### src/hw/rtl/ptag_pkg.sv
`default_nettype none
// ----------------------------------------------------------------------------
// ptag_pkg: shared types and constants of the padded tensor address generator
// Field widths, register index codes, layout order codes and the order decode.
// ----------------------------------------------------------------------------
package ptag_pkg;

  // Sizing of the configuration fields.
  localparam int EXTENT_BITS = 10;
  localparam int PAD_BITS    = 4;
  localparam int NUM_DIMS    = 3;
  localparam int COORD_BITS  = 12;
  localparam int OUT_W       = 31;
  localparam int ORDER_BITS  = 3;
  localparam int DIM_W       = 2;
  localparam int INDEX_W     = 3;

  // A padded extent is extent + 2 * pad; this width always holds it.
  localparam int P_BITS = ((EXTENT_BITS > PAD_BITS + 1) ? EXTENT_BITS : PAD_BITS + 1) + 1;
  // Signed width for the bounds compare of coordinate, pad and extent.
  localparam int CMP_W  = ((COORD_BITS > P_BITS) ? COORD_BITS : P_BITS) + 2;
  // Configuration data carries the widest register.
  localparam int CFG_W  = (EXTENT_BITS > PAD_BITS)
                          ? ((EXTENT_BITS > ORDER_BITS) ? EXTENT_BITS : ORDER_BITS)
                          : ((PAD_BITS > ORDER_BITS) ? PAD_BITS : ORDER_BITS);

  // Cycles the derived values need after reset or a register write.
  localparam int SETTLE_CYCLES = 5;
  localparam int SETTLE_W      = $clog2(SETTLE_CYCLES + 1);
  // Clock edges from the accepting edge of a request to the edge that takes
  // its result.
  localparam int LATENCY       = 4;

  // Register index codes.
  localparam logic [INDEX_W-1:0] REG_EXTENT0 = 3'd0;
  localparam logic [INDEX_W-1:0] REG_EXTENT1 = 3'd1;
  localparam logic [INDEX_W-1:0] REG_EXTENT2 = 3'd2;
  localparam logic [INDEX_W-1:0] REG_PAD0    = 3'd3;
  localparam logic [INDEX_W-1:0] REG_PAD1    = 3'd4;
  localparam logic [INDEX_W-1:0] REG_PAD2    = 3'd5;
  localparam logic [INDEX_W-1:0] REG_LAYOUT  = 3'd6;

  // Layout order codes, fastest dimension first.
  localparam logic [ORDER_BITS-1:0] ORDER_012 = 3'd0;
  localparam logic [ORDER_BITS-1:0] ORDER_021 = 3'd1;
  localparam logic [ORDER_BITS-1:0] ORDER_102 = 3'd2;
  localparam logic [ORDER_BITS-1:0] ORDER_120 = 3'd3;
  localparam logic [ORDER_BITS-1:0] ORDER_201 = 3'd4;
  localparam logic [ORDER_BITS-1:0] ORDER_210 = 3'd5;

  typedef logic [DIM_W-1:0] dim_t;
  // Element 0 is the fastest dimension.
  typedef dim_t [NUM_DIMS-1:0] order_t;

  typedef struct packed {
    logic signed [COORD_BITS-1:0] coord0;
    logic signed [COORD_BITS-1:0] coord1;
    logic signed [COORD_BITS-1:0] coord2;
  } req_t;

  typedef struct packed {
    logic [OUT_W-1:0] entry_offset;
    logic             out_of_bounds;
    logic [OUT_W-1:0] data_offset;
    logic [OUT_W-1:0] memory_size;
    logic [OUT_W-1:0] entry_count;
  } rsp_t;

  // Decode a layout code into its dimension sequence; unused codes act as 0,1,2.
  function automatic order_t order_of(input logic [ORDER_BITS-1:0] code);
    order_t o;
    unique case (code)
      ORDER_012: o = {2'd2, 2'd1, 2'd0};
      ORDER_021: o = {2'd1, 2'd2, 2'd0};
      ORDER_102: o = {2'd2, 2'd0, 2'd1};
      ORDER_120: o = {2'd0, 2'd2, 2'd1};
      ORDER_201: o = {2'd1, 2'd0, 2'd2};
      ORDER_210: o = {2'd0, 2'd1, 2'd2};
      default:   o = {2'd2, 2'd1, 2'd0};
    endcase
    return o;
  endfunction

endpackage
`default_nettype wire

### src/hw/rtl/padded_tensor_address_gen.sv
`default_nettype none
// ----------------------------------------------------------------------------
// padded_tensor_address_gen: address generator for a padded 3-D tensor
// Maps signed 3-D locations to linear offsets of a symmetrically padded
// tensor whose dimension order is set by a register.
// ----------------------------------------------------------------------------
//  Channel   Handshake                 Payload
//  request   start / busy (in / out)   request: coord0, coord1, coord2
//  result    done strobe (out)         result: entry_offset ... entry_count
//  config    cfg_valid / cfg_ready     cfg_index, cfg_data
//
//  One request is taken per cycle while busy is low; it passes through the four
//  pipeline registers (capture, bounds check, stride multiply, sum and select),
//  and the done strobe rises with the last of them.
//  Strides, memory size, data offset and entry count come from a 5-stage
//  registered multiply chain; busy stays high after reset and after each
//  register write while that chain settles.
//  Reset is synchronous and active high. The receiver cannot stall: each
//  result is shown for exactly one cycle.
// ----------------------------------------------------------------------------
module padded_tensor_address_gen import ptag_pkg::*; (
  input  wire                 clk,
  input  wire                 rst,
  input  wire                 start,
  output logic                busy,
  input  wire req_t           request,
  output logic                done,
  output rsp_t                result,
  input  wire                 cfg_valid,
  output logic                cfg_ready,
  input  wire [INDEX_W-1:0]   cfg_index,
  input  wire [CFG_W-1:0]     cfg_data
);

  // Configuration registers.
  logic [EXTENT_BITS-1:0] ext_r [NUM_DIMS];
  logic [PAD_BITS-1:0]    pad_r [NUM_DIMS];
  logic [ORDER_BITS-1:0]  layout_order;
  logic [SETTLE_W-1:0]    settle_cnt;
  logic                   cfg_write;

  assign cfg_ready = 1'b1;
  assign cfg_write = cfg_valid && cfg_ready;
  assign busy      = (settle_cnt != '0);

  // Register writes; unknown indexes are ignored but still restart the settle.
  always_ff @(posedge clk) begin
    if (rst) begin
      for (int d = 0; d < NUM_DIMS; d++) begin
        ext_r[d] <= EXTENT_BITS'(1);
        pad_r[d] <= '0;
      end
      layout_order <= ORDER_012;
    end else if (cfg_write) begin
      unique case (cfg_index)
        REG_EXTENT0: ext_r[0] <= cfg_data[EXTENT_BITS-1:0];
        REG_EXTENT1: ext_r[1] <= cfg_data[EXTENT_BITS-1:0];
        REG_EXTENT2: ext_r[2] <= cfg_data[EXTENT_BITS-1:0];
        REG_PAD0:    pad_r[0] <= cfg_data[PAD_BITS-1:0];
        REG_PAD1:    pad_r[1] <= cfg_data[PAD_BITS-1:0];
        REG_PAD2:    pad_r[2] <= cfg_data[PAD_BITS-1:0];
        REG_LAYOUT:  layout_order <= cfg_data[ORDER_BITS-1:0];
        default: ;
      endcase
    end
  end

  // Settle counter holds off requests while the derived values update.
  always_ff @(posedge clk) begin
    if (rst || cfg_write) begin
      settle_cnt <= SETTLE_W'(SETTLE_CYCLES);
    end else if (settle_cnt != '0) begin
      settle_cnt <= settle_cnt - 1'b1;
    end
  end

  // ---------------------------------------------------------------------------
  // Derived value chain of registered stages; the multiplies are spread over them.
  // ---------------------------------------------------------------------------
  logic [P_BITS-1:0] padded [NUM_DIMS];

  // Padded extent of each dimension.
  always_comb begin
    for (int d = 0; d < NUM_DIMS; d++) begin
      padded[d] = P_BITS'(ext_r[d]) + (P_BITS'(pad_r[d]) << 1);
    end
  end

  // Pick the padded extent of a dimension chosen by the layout.
  function automatic logic [P_BITS-1:0] pick_padded(input dim_t dim,
                                                    input logic [P_BITS-1:0] p0,
                                                    input logic [P_BITS-1:0] p1,
                                                    input logic [P_BITS-1:0] p2);
    logic [P_BITS-1:0] v;
    case (dim)
      2'd0:    v = p0;
      2'd1:    v = p1;
      default: v = p2;
    endcase
    return v;
  endfunction

  // Stage one: decode order, sort padded extents, first extent product.
  order_t                  s1_order;
  logic [P_BITS-1:0]       s1_pf0, s1_pf1, s1_pf2;
  logic [OUT_W-1:0]        s1_e01;
  logic [2*EXTENT_BITS-1:0] e01_full;
  order_t                  order_now;

  assign order_now = order_of(layout_order);
  assign e01_full  = ext_r[0] * ext_r[1];

  always_ff @(posedge clk) begin
    s1_order <= order_now;
    s1_pf0   <= pick_padded(order_now[0], padded[0], padded[1], padded[2]);
    s1_pf1   <= pick_padded(order_now[1], padded[0], padded[1], padded[2]);
    s1_pf2   <= pick_padded(order_now[2], padded[0], padded[1], padded[2]);
    s1_e01   <= OUT_W'(e01_full);
  end

  // Stage two: stride of the slowest dimension and the entry count.
  order_t               s2_order;
  logic [P_BITS-1:0]    s2_pf0, s2_pf2;
  logic [OUT_W-1:0]     s2_top_stride;
  logic [OUT_W-1:0]     s2_count;
  logic [2*P_BITS-1:0]  top_full;
  logic [OUT_W+EXTENT_BITS-1:0] count_full;

  assign top_full   = s1_pf0 * s1_pf1;
  assign count_full = s1_e01 * ext_r[2];

  always_ff @(posedge clk) begin
    s2_order      <= s1_order;
    s2_pf0        <= s1_pf0;
    s2_pf2        <= s1_pf2;
    s2_top_stride <= OUT_W'(top_full);
    s2_count      <= OUT_W'(count_full);
  end

  // Stage three: place strides by dimension, total padded size.
  logic [OUT_W-1:0] stride [NUM_DIMS];
  logic [OUT_W-1:0] mem_size;
  logic [OUT_W-1:0] s3_count;
  logic [OUT_W+P_BITS-1:0] total_full;

  assign total_full = s2_top_stride * s2_pf2;

  always_ff @(posedge clk) begin
    for (int d = 0; d < NUM_DIMS; d++) begin
      if (s2_order[0] == DIM_W'(d)) begin
        stride[d] <= OUT_W'(1);
      end else if (s2_order[1] == DIM_W'(d)) begin
        stride[d] <= OUT_W'(s2_pf0);
      end else begin
        stride[d] <= s2_top_stride;
      end
    end
    mem_size <= OUT_W'(total_full);
    s3_count <= s2_count;
  end

  // Stage four: padding weight of each dimension.
  logic [OUT_W-1:0]          pad_weight [NUM_DIMS];
  logic [OUT_W+PAD_BITS-1:0] pad_weight_full [NUM_DIMS];
  logic [OUT_W-1:0]          s4_count;

  always_comb begin
    for (int d = 0; d < NUM_DIMS; d++) begin
      pad_weight_full[d] = pad_r[d] * stride[d];
    end
  end

  always_ff @(posedge clk) begin
    for (int d = 0; d < NUM_DIMS; d++) begin
      pad_weight[d] <= pad_weight_full[d][OUT_W-1:0];
    end
    s4_count <= s3_count;
  end

  // Stage five: data offset of the first real entry.
  logic [OUT_W-1:0] data_off;
  logic [OUT_W-1:0] entry_cnt;

  always_ff @(posedge clk) begin
    data_off  <= pad_weight[0] + pad_weight[1] + pad_weight[2];
    entry_cnt <= s4_count;
  end

  // ---------------------------------------------------------------------------
  // Request pipeline.
  // ---------------------------------------------------------------------------
  logic                         a_valid, b_valid, c_valid;
  logic signed [COORD_BITS-1:0] a_coord [NUM_DIMS];
  logic [P_BITS-1:0]            b_idx [NUM_DIMS];
  logic                         b_oob, c_oob;
  logic [OUT_W-1:0]             c_prod [NUM_DIMS];
  logic                         accept;

  assign accept = start && !busy;

  // Valid bits travel with the data.
  always_ff @(posedge clk) begin
    if (rst) begin
      a_valid <= 1'b0;
      b_valid <= 1'b0;
      c_valid <= 1'b0;
      done    <= 1'b0;
    end else begin
      a_valid <= accept;
      b_valid <= a_valid;
      c_valid <= b_valid;
      done    <= c_valid;
    end
  end

  // Capture the request.
  always_ff @(posedge clk) begin
    a_coord[0] <= request.coord0;
    a_coord[1] <= request.coord1;
    a_coord[2] <= request.coord2;
  end

  // Bounds check and padded index per dimension.
  logic [P_BITS-1:0] idx_next [NUM_DIMS];
  logic              oob_next;

  always_comb begin
    logic signed [CMP_W-1:0] cw;
    logic signed [CMP_W-1:0] padw;
    logic signed [CMP_W-1:0] extw;
    logic signed [CMP_W-1:0] lo;
    logic signed [CMP_W-1:0] hi;
    oob_next = 1'b0;
    for (int d = 0; d < NUM_DIMS; d++) begin
      cw   = CMP_W'(a_coord[d]);
      padw = signed'(CMP_W'(pad_r[d]));
      extw = signed'(CMP_W'(ext_r[d]));
      lo   = cw + padw;
      hi   = extw + padw;
      if (lo < 0 || cw >= hi) begin
        oob_next = 1'b1;
      end
      idx_next[d] = lo[P_BITS-1:0];
    end
  end

  always_ff @(posedge clk) begin
    for (int d = 0; d < NUM_DIMS; d++) begin
      b_idx[d] <= idx_next[d];
    end
    b_oob <= oob_next;
  end

  // Stride multiply per dimension.
  logic [OUT_W+P_BITS-1:0] prod_full [NUM_DIMS];

  always_comb begin
    for (int d = 0; d < NUM_DIMS; d++) begin
      prod_full[d] = b_idx[d] * stride[d];
    end
  end

  always_ff @(posedge clk) begin
    for (int d = 0; d < NUM_DIMS; d++) begin
      c_prod[d] <= prod_full[d][OUT_W-1:0];
    end
    c_oob <= b_oob;
  end

  // Sum, force zero when out of bounds, and register the result.
  always_ff @(posedge clk) begin
    result.entry_offset  <= c_oob ? '0 : (c_prod[0] + c_prod[1] + c_prod[2]);
    result.out_of_bounds <= c_oob;
    result.data_offset   <= data_off;
    result.memory_size   <= mem_size;
    result.entry_count   <= entry_cnt;
  end

endmodule
`default_nettype wire

### config.mk
export PLATFORM = sky130hd
export DESIGN_NAME = padded_tensor_address_gen
export DESIGN_NICKNAME = d
export VERILOG_FILES = /design/src/hw/rtl/ptag_pkg.sv /design/src/hw/rtl/padded_tensor_address_gen.sv
export SDC_FILE = /design/constraint.sdc
export NUM_CORES = 2
export LEC_CHECK = 0
export BUFFER_PORTS_ARGS = -buffer_cell sky130_fd_sc_hd__buf_4
export CORE_UTILIZATION = 50
export CTS_CLUSTER_DIAMETER = 200
export DETAILED_ROUTE_END_ITERATION = 8
export PLACE_DENSITY = 0.62
export SETUP_SLACK_MARGIN = 0.4
export SLEW_MARGIN = 20
export SYNTH_ARGS = -nofsm -noshare
export SYNTH_HDL_FRONTEND = slang
export SYNTH_SLANG_ARGS = --single-unit
### constraint.sdc
create_clock -name clk -period 8.32 [get_ports clk]
set_clock_uncertainty 0.05 [all_clocks]
set_input_delay 0.416 -clock clk [delete_from_list [all_inputs] [get_ports clk]]
set_output_delay 0.416 -clock clk [all_outputs]
set_load 0.1 [all_outputs]
==> impl_metrics.py <==
metrics = {
    "run_status": {
        "status": "finished clean",
    },
    "routing": {
        "num_vias": 53634,
        "ant_nets": 0,
        "dr.pass1.iters": 6,
        "drc": 0,
        "routed_wl_um": 196000,
        "drt_iter0_drc": 3249,
        "top_layer": "met4",
        "route.met2.wl_um": 95500,
        "avgRoutedWirePerCell_um": 19.3,
        "vias_per_cell": 5.30,
        "wl_met1_um": 79500,
        "dr_wl_met3_um": 11300,
    },
    "die": {
        "num_rows": 142,
        "fp.dieW_um": 390,
        "initial_core_util_pct": 50.3,
        "fp.dieArea_um2": 152000,
        "die-height_um": 390,
        "core_um2": 150000,
        "io_pins": 181,
    },
    "timing": {
        "tightest_slew_ps": 1120,
        "fmax_ghz": 0.156,
        "fin_setup_tns_ps": 0,
        "slew_violations": 0,
        "finalCriticalPeriod_ps": 6420,
        "rsz0062_at_grt": "false",
        "slew_headroom_pct": 24.5,
        "hold_viol": 0,
        "final-setup-viol-count": 0,
        "fin_crit_sh_pct": 77.1,
    },
    "placed_design": {
        "dpl_cell_area_um2": 78500,
        "place_congestion": 0.908,
        "place_inst": 9906,
        "port_buffers": 176,
        "hpwlAfterDp_um": 154000,
    },
    "cells_and_area": {
        "stdcell_count": 10115,
        "fin_nets": 9906,
        "area_growth_pct": 8.70,
        "stdcell_area_um2": 81900,
        "utilization_pct": 54.7,
        "final_layout_size_suffix_gt1_share_pct": 5.09,
    },
    "synthesis": {
        "yosys.area.top_type_share_pct": 31.4,
        "netlist_top_cells_area": "fa_1, dfxtp_1, ha_1",
        "seq_area_frac_synth_pct": 21.9,
        "synth_top_flop_cell": "dfxtp_1",
        "yosys.cell_types.count": 88,
        "ys_warn_count": 0,
        "synth_edf_count": 108,
        "synth_area_per_cell_um2": 9.49,
        "yosysTopAreaCell": "fa_1",
        "async_reset_ff_share_pct": 0,
        "synth-seq-cells": 770,
        "netlist_instances": 7944,
        "synth_area_um2": 75400,
    },
    "setup_path": {
        "reg2reg_depth": 16,
        "crit_path_frequent_cell": "fa_1",
        "cp_top_family": "adder cells",
        "crit_buf_inv": 2,
        "crit_type": "reg2reg",
        "slowest_stage": "edfxtp_1",
        "cpPeakStageDelay_ps": 960,
        "crit_chain": "and2_1 -> fa_1 -> fa_1 -> fa_1 -> fa_1 -> inv_1 -> fa_1 -> inv_1 -> ha_1 -> a211o_1 -> o311ai_0 -> a31oi_1 -> o211ai_1 -> nor2b_1 -> nor4b_1 -> a211o_1",
        "end_kind": "flop",
        "start_kind": "flop",
        "crit_cells": 16,
        "cp_max_fo": 25,
        "crit_required_ps": 8880,
        "rrSetupSlack_ps": 1900,
        "r2r_end": "s2_count[27]",
        "worstPathArrival_ps": 6970,
        "reg2reg_from": "ext_r[0][26]",
    },
    "grt": {
        "grt_max_degree": 34,
        "track_usage_pct": 26.7,
        "grt_pass1_wl_um": 316000,
        "grt_pass1_vias": 57543,
        "antenna_found_initial": 12,
        "grt-ovfl-total": 0,
    },
    "clock_tree": {
        "clock_latency_ps": 730,
        "root_buffer": "clkbuf_16",
        "cts.htree.levels": 3,
        "cts_tree": "done",
        "clock_sinks": 770,
        "clk_pin_slew_worst_paths_ps": 70,
        "clockBufferDepth": 3,
        "cts_made_buffers": 86,
        "cts_resized": 0,
    },
    "worst_hold_path": {
        "hold_path_depth": 2,
        "hp-class": "in2reg",
        "timing.hold.worst.start": "cfg_data[9]",
        "hold_path_end": "ext_r[0][9]",
    },
    "job": {
        "drv_cap": 0,
    },
}
[state kept, by name (all words and copies together) (netlist names), 31 cells and up]
name        cells
b_idx          33
pad_weight     81
stride         66
c_prod         93
result        122
a_coord        36
mem_size       31
[worst max path at each step]
stage	startpoint	endpoint	slack (ps)
after detailed placement	ext_r[0][26]	s2_count[27]	1840
after floorplan	ext_r[0][21]	s2_count[28]	2800
after CTS	ext_r[0][26]	s2_count[27]	1770
after global routing	b_idx[0][2]	c_prod[0][24]	1530
final	ext_r[0][26]	s2_count[27]	1900
after global placement	ext_r[0][25]	s2_count[27]	1910
[cell usage in the layout (no fill, tap or decap), types with 105 or more instances in the layout]
| cell | instances |
|---|---|
| ha_1 | 646 |
| and2_1 | 702 |
| nand2_1 | 1184 |
| nor2_1 | 239 |
| a21oi_1 | 289 |
| a21o_1 | 168 |
| fa_1 | 1184 |
| buf_4 | 223 |
| xor2_1 | 105 |
| inv_1 | 1236 |
| xnor2_1 | 254 |
| dfxtp_1 | 662 |
| edfxtp_1 | 108 |
| o21ai_0 | 146 |
[metrics by stage]
step                      setup WS [ps]  hold WS, ps
after global placement             1910          261
after CTS                          1770         3.66
final                              1900         39.9
after floorplan                    2800          260
after global routing               1530         35.5
after detailed placement           1840          262
[cell families (layout without fill, tap and decap cells)]
family	after synthesis	in the layout	share of synthesized area, %
and+or+nand+nor	2451	2451	15.5
muxes	13	13	0.176
xor gates and xnor gates	359	359	4.17
other	2	73	0.00996
adders and majority gates	1830	1830	42.2
AOI/OAI and AO/OA	937	937	8.20
DFF	770	770	21.9
buffers and inverters	1582	1666	7.90
[synth_stat cells, types with 146 or more instances]
cell         n
fa_1      1184
nand2_1   1184
xnor2_1    254
ha_1       646
a21oi_1    289
nor2_1     240
dfxtp_1    662
o21ai_0    146
inv_1     1236
clkbuf_1   337
and2_1     702
a21o_1     168
[layout make-up]
| type | instances | area (µm²) |
|---|---|---|
| Tap cell | 2016 | 2520 |
| Clock buffer | 114 | 2410 |
| Clock inverter | 47 | 527 |
| Inverter | 1237 | 4640 |
| Multi-Input combinational cell | 5660 | 53200 |
| Fill cell | 13459 | 67800 |
| Sequential cell | 770 | 16500 |
| Timing Repair Buffer | 268 | 2130 |
| Antenna cell | 3 | 7.51 |
[per-layer routing]
metal | track usage (%) | up-vias
met5 | 0 | -
met4 | 11.9 | 0
met3 | 3.76 | 352
met2 | 46.0 | 1536
met1 | 33.2 | 26911
li1 | - | 24835
[repair_timing]
item                                   4_1_cts  5_1_grt
hold buffers                                44        0
buffers inserted                             0        0
endpoints found under the hold margin       49        0
Power is not shown: default switching activity piles up to over one toggle a cycle in this logic, so the estimate is an artifact.
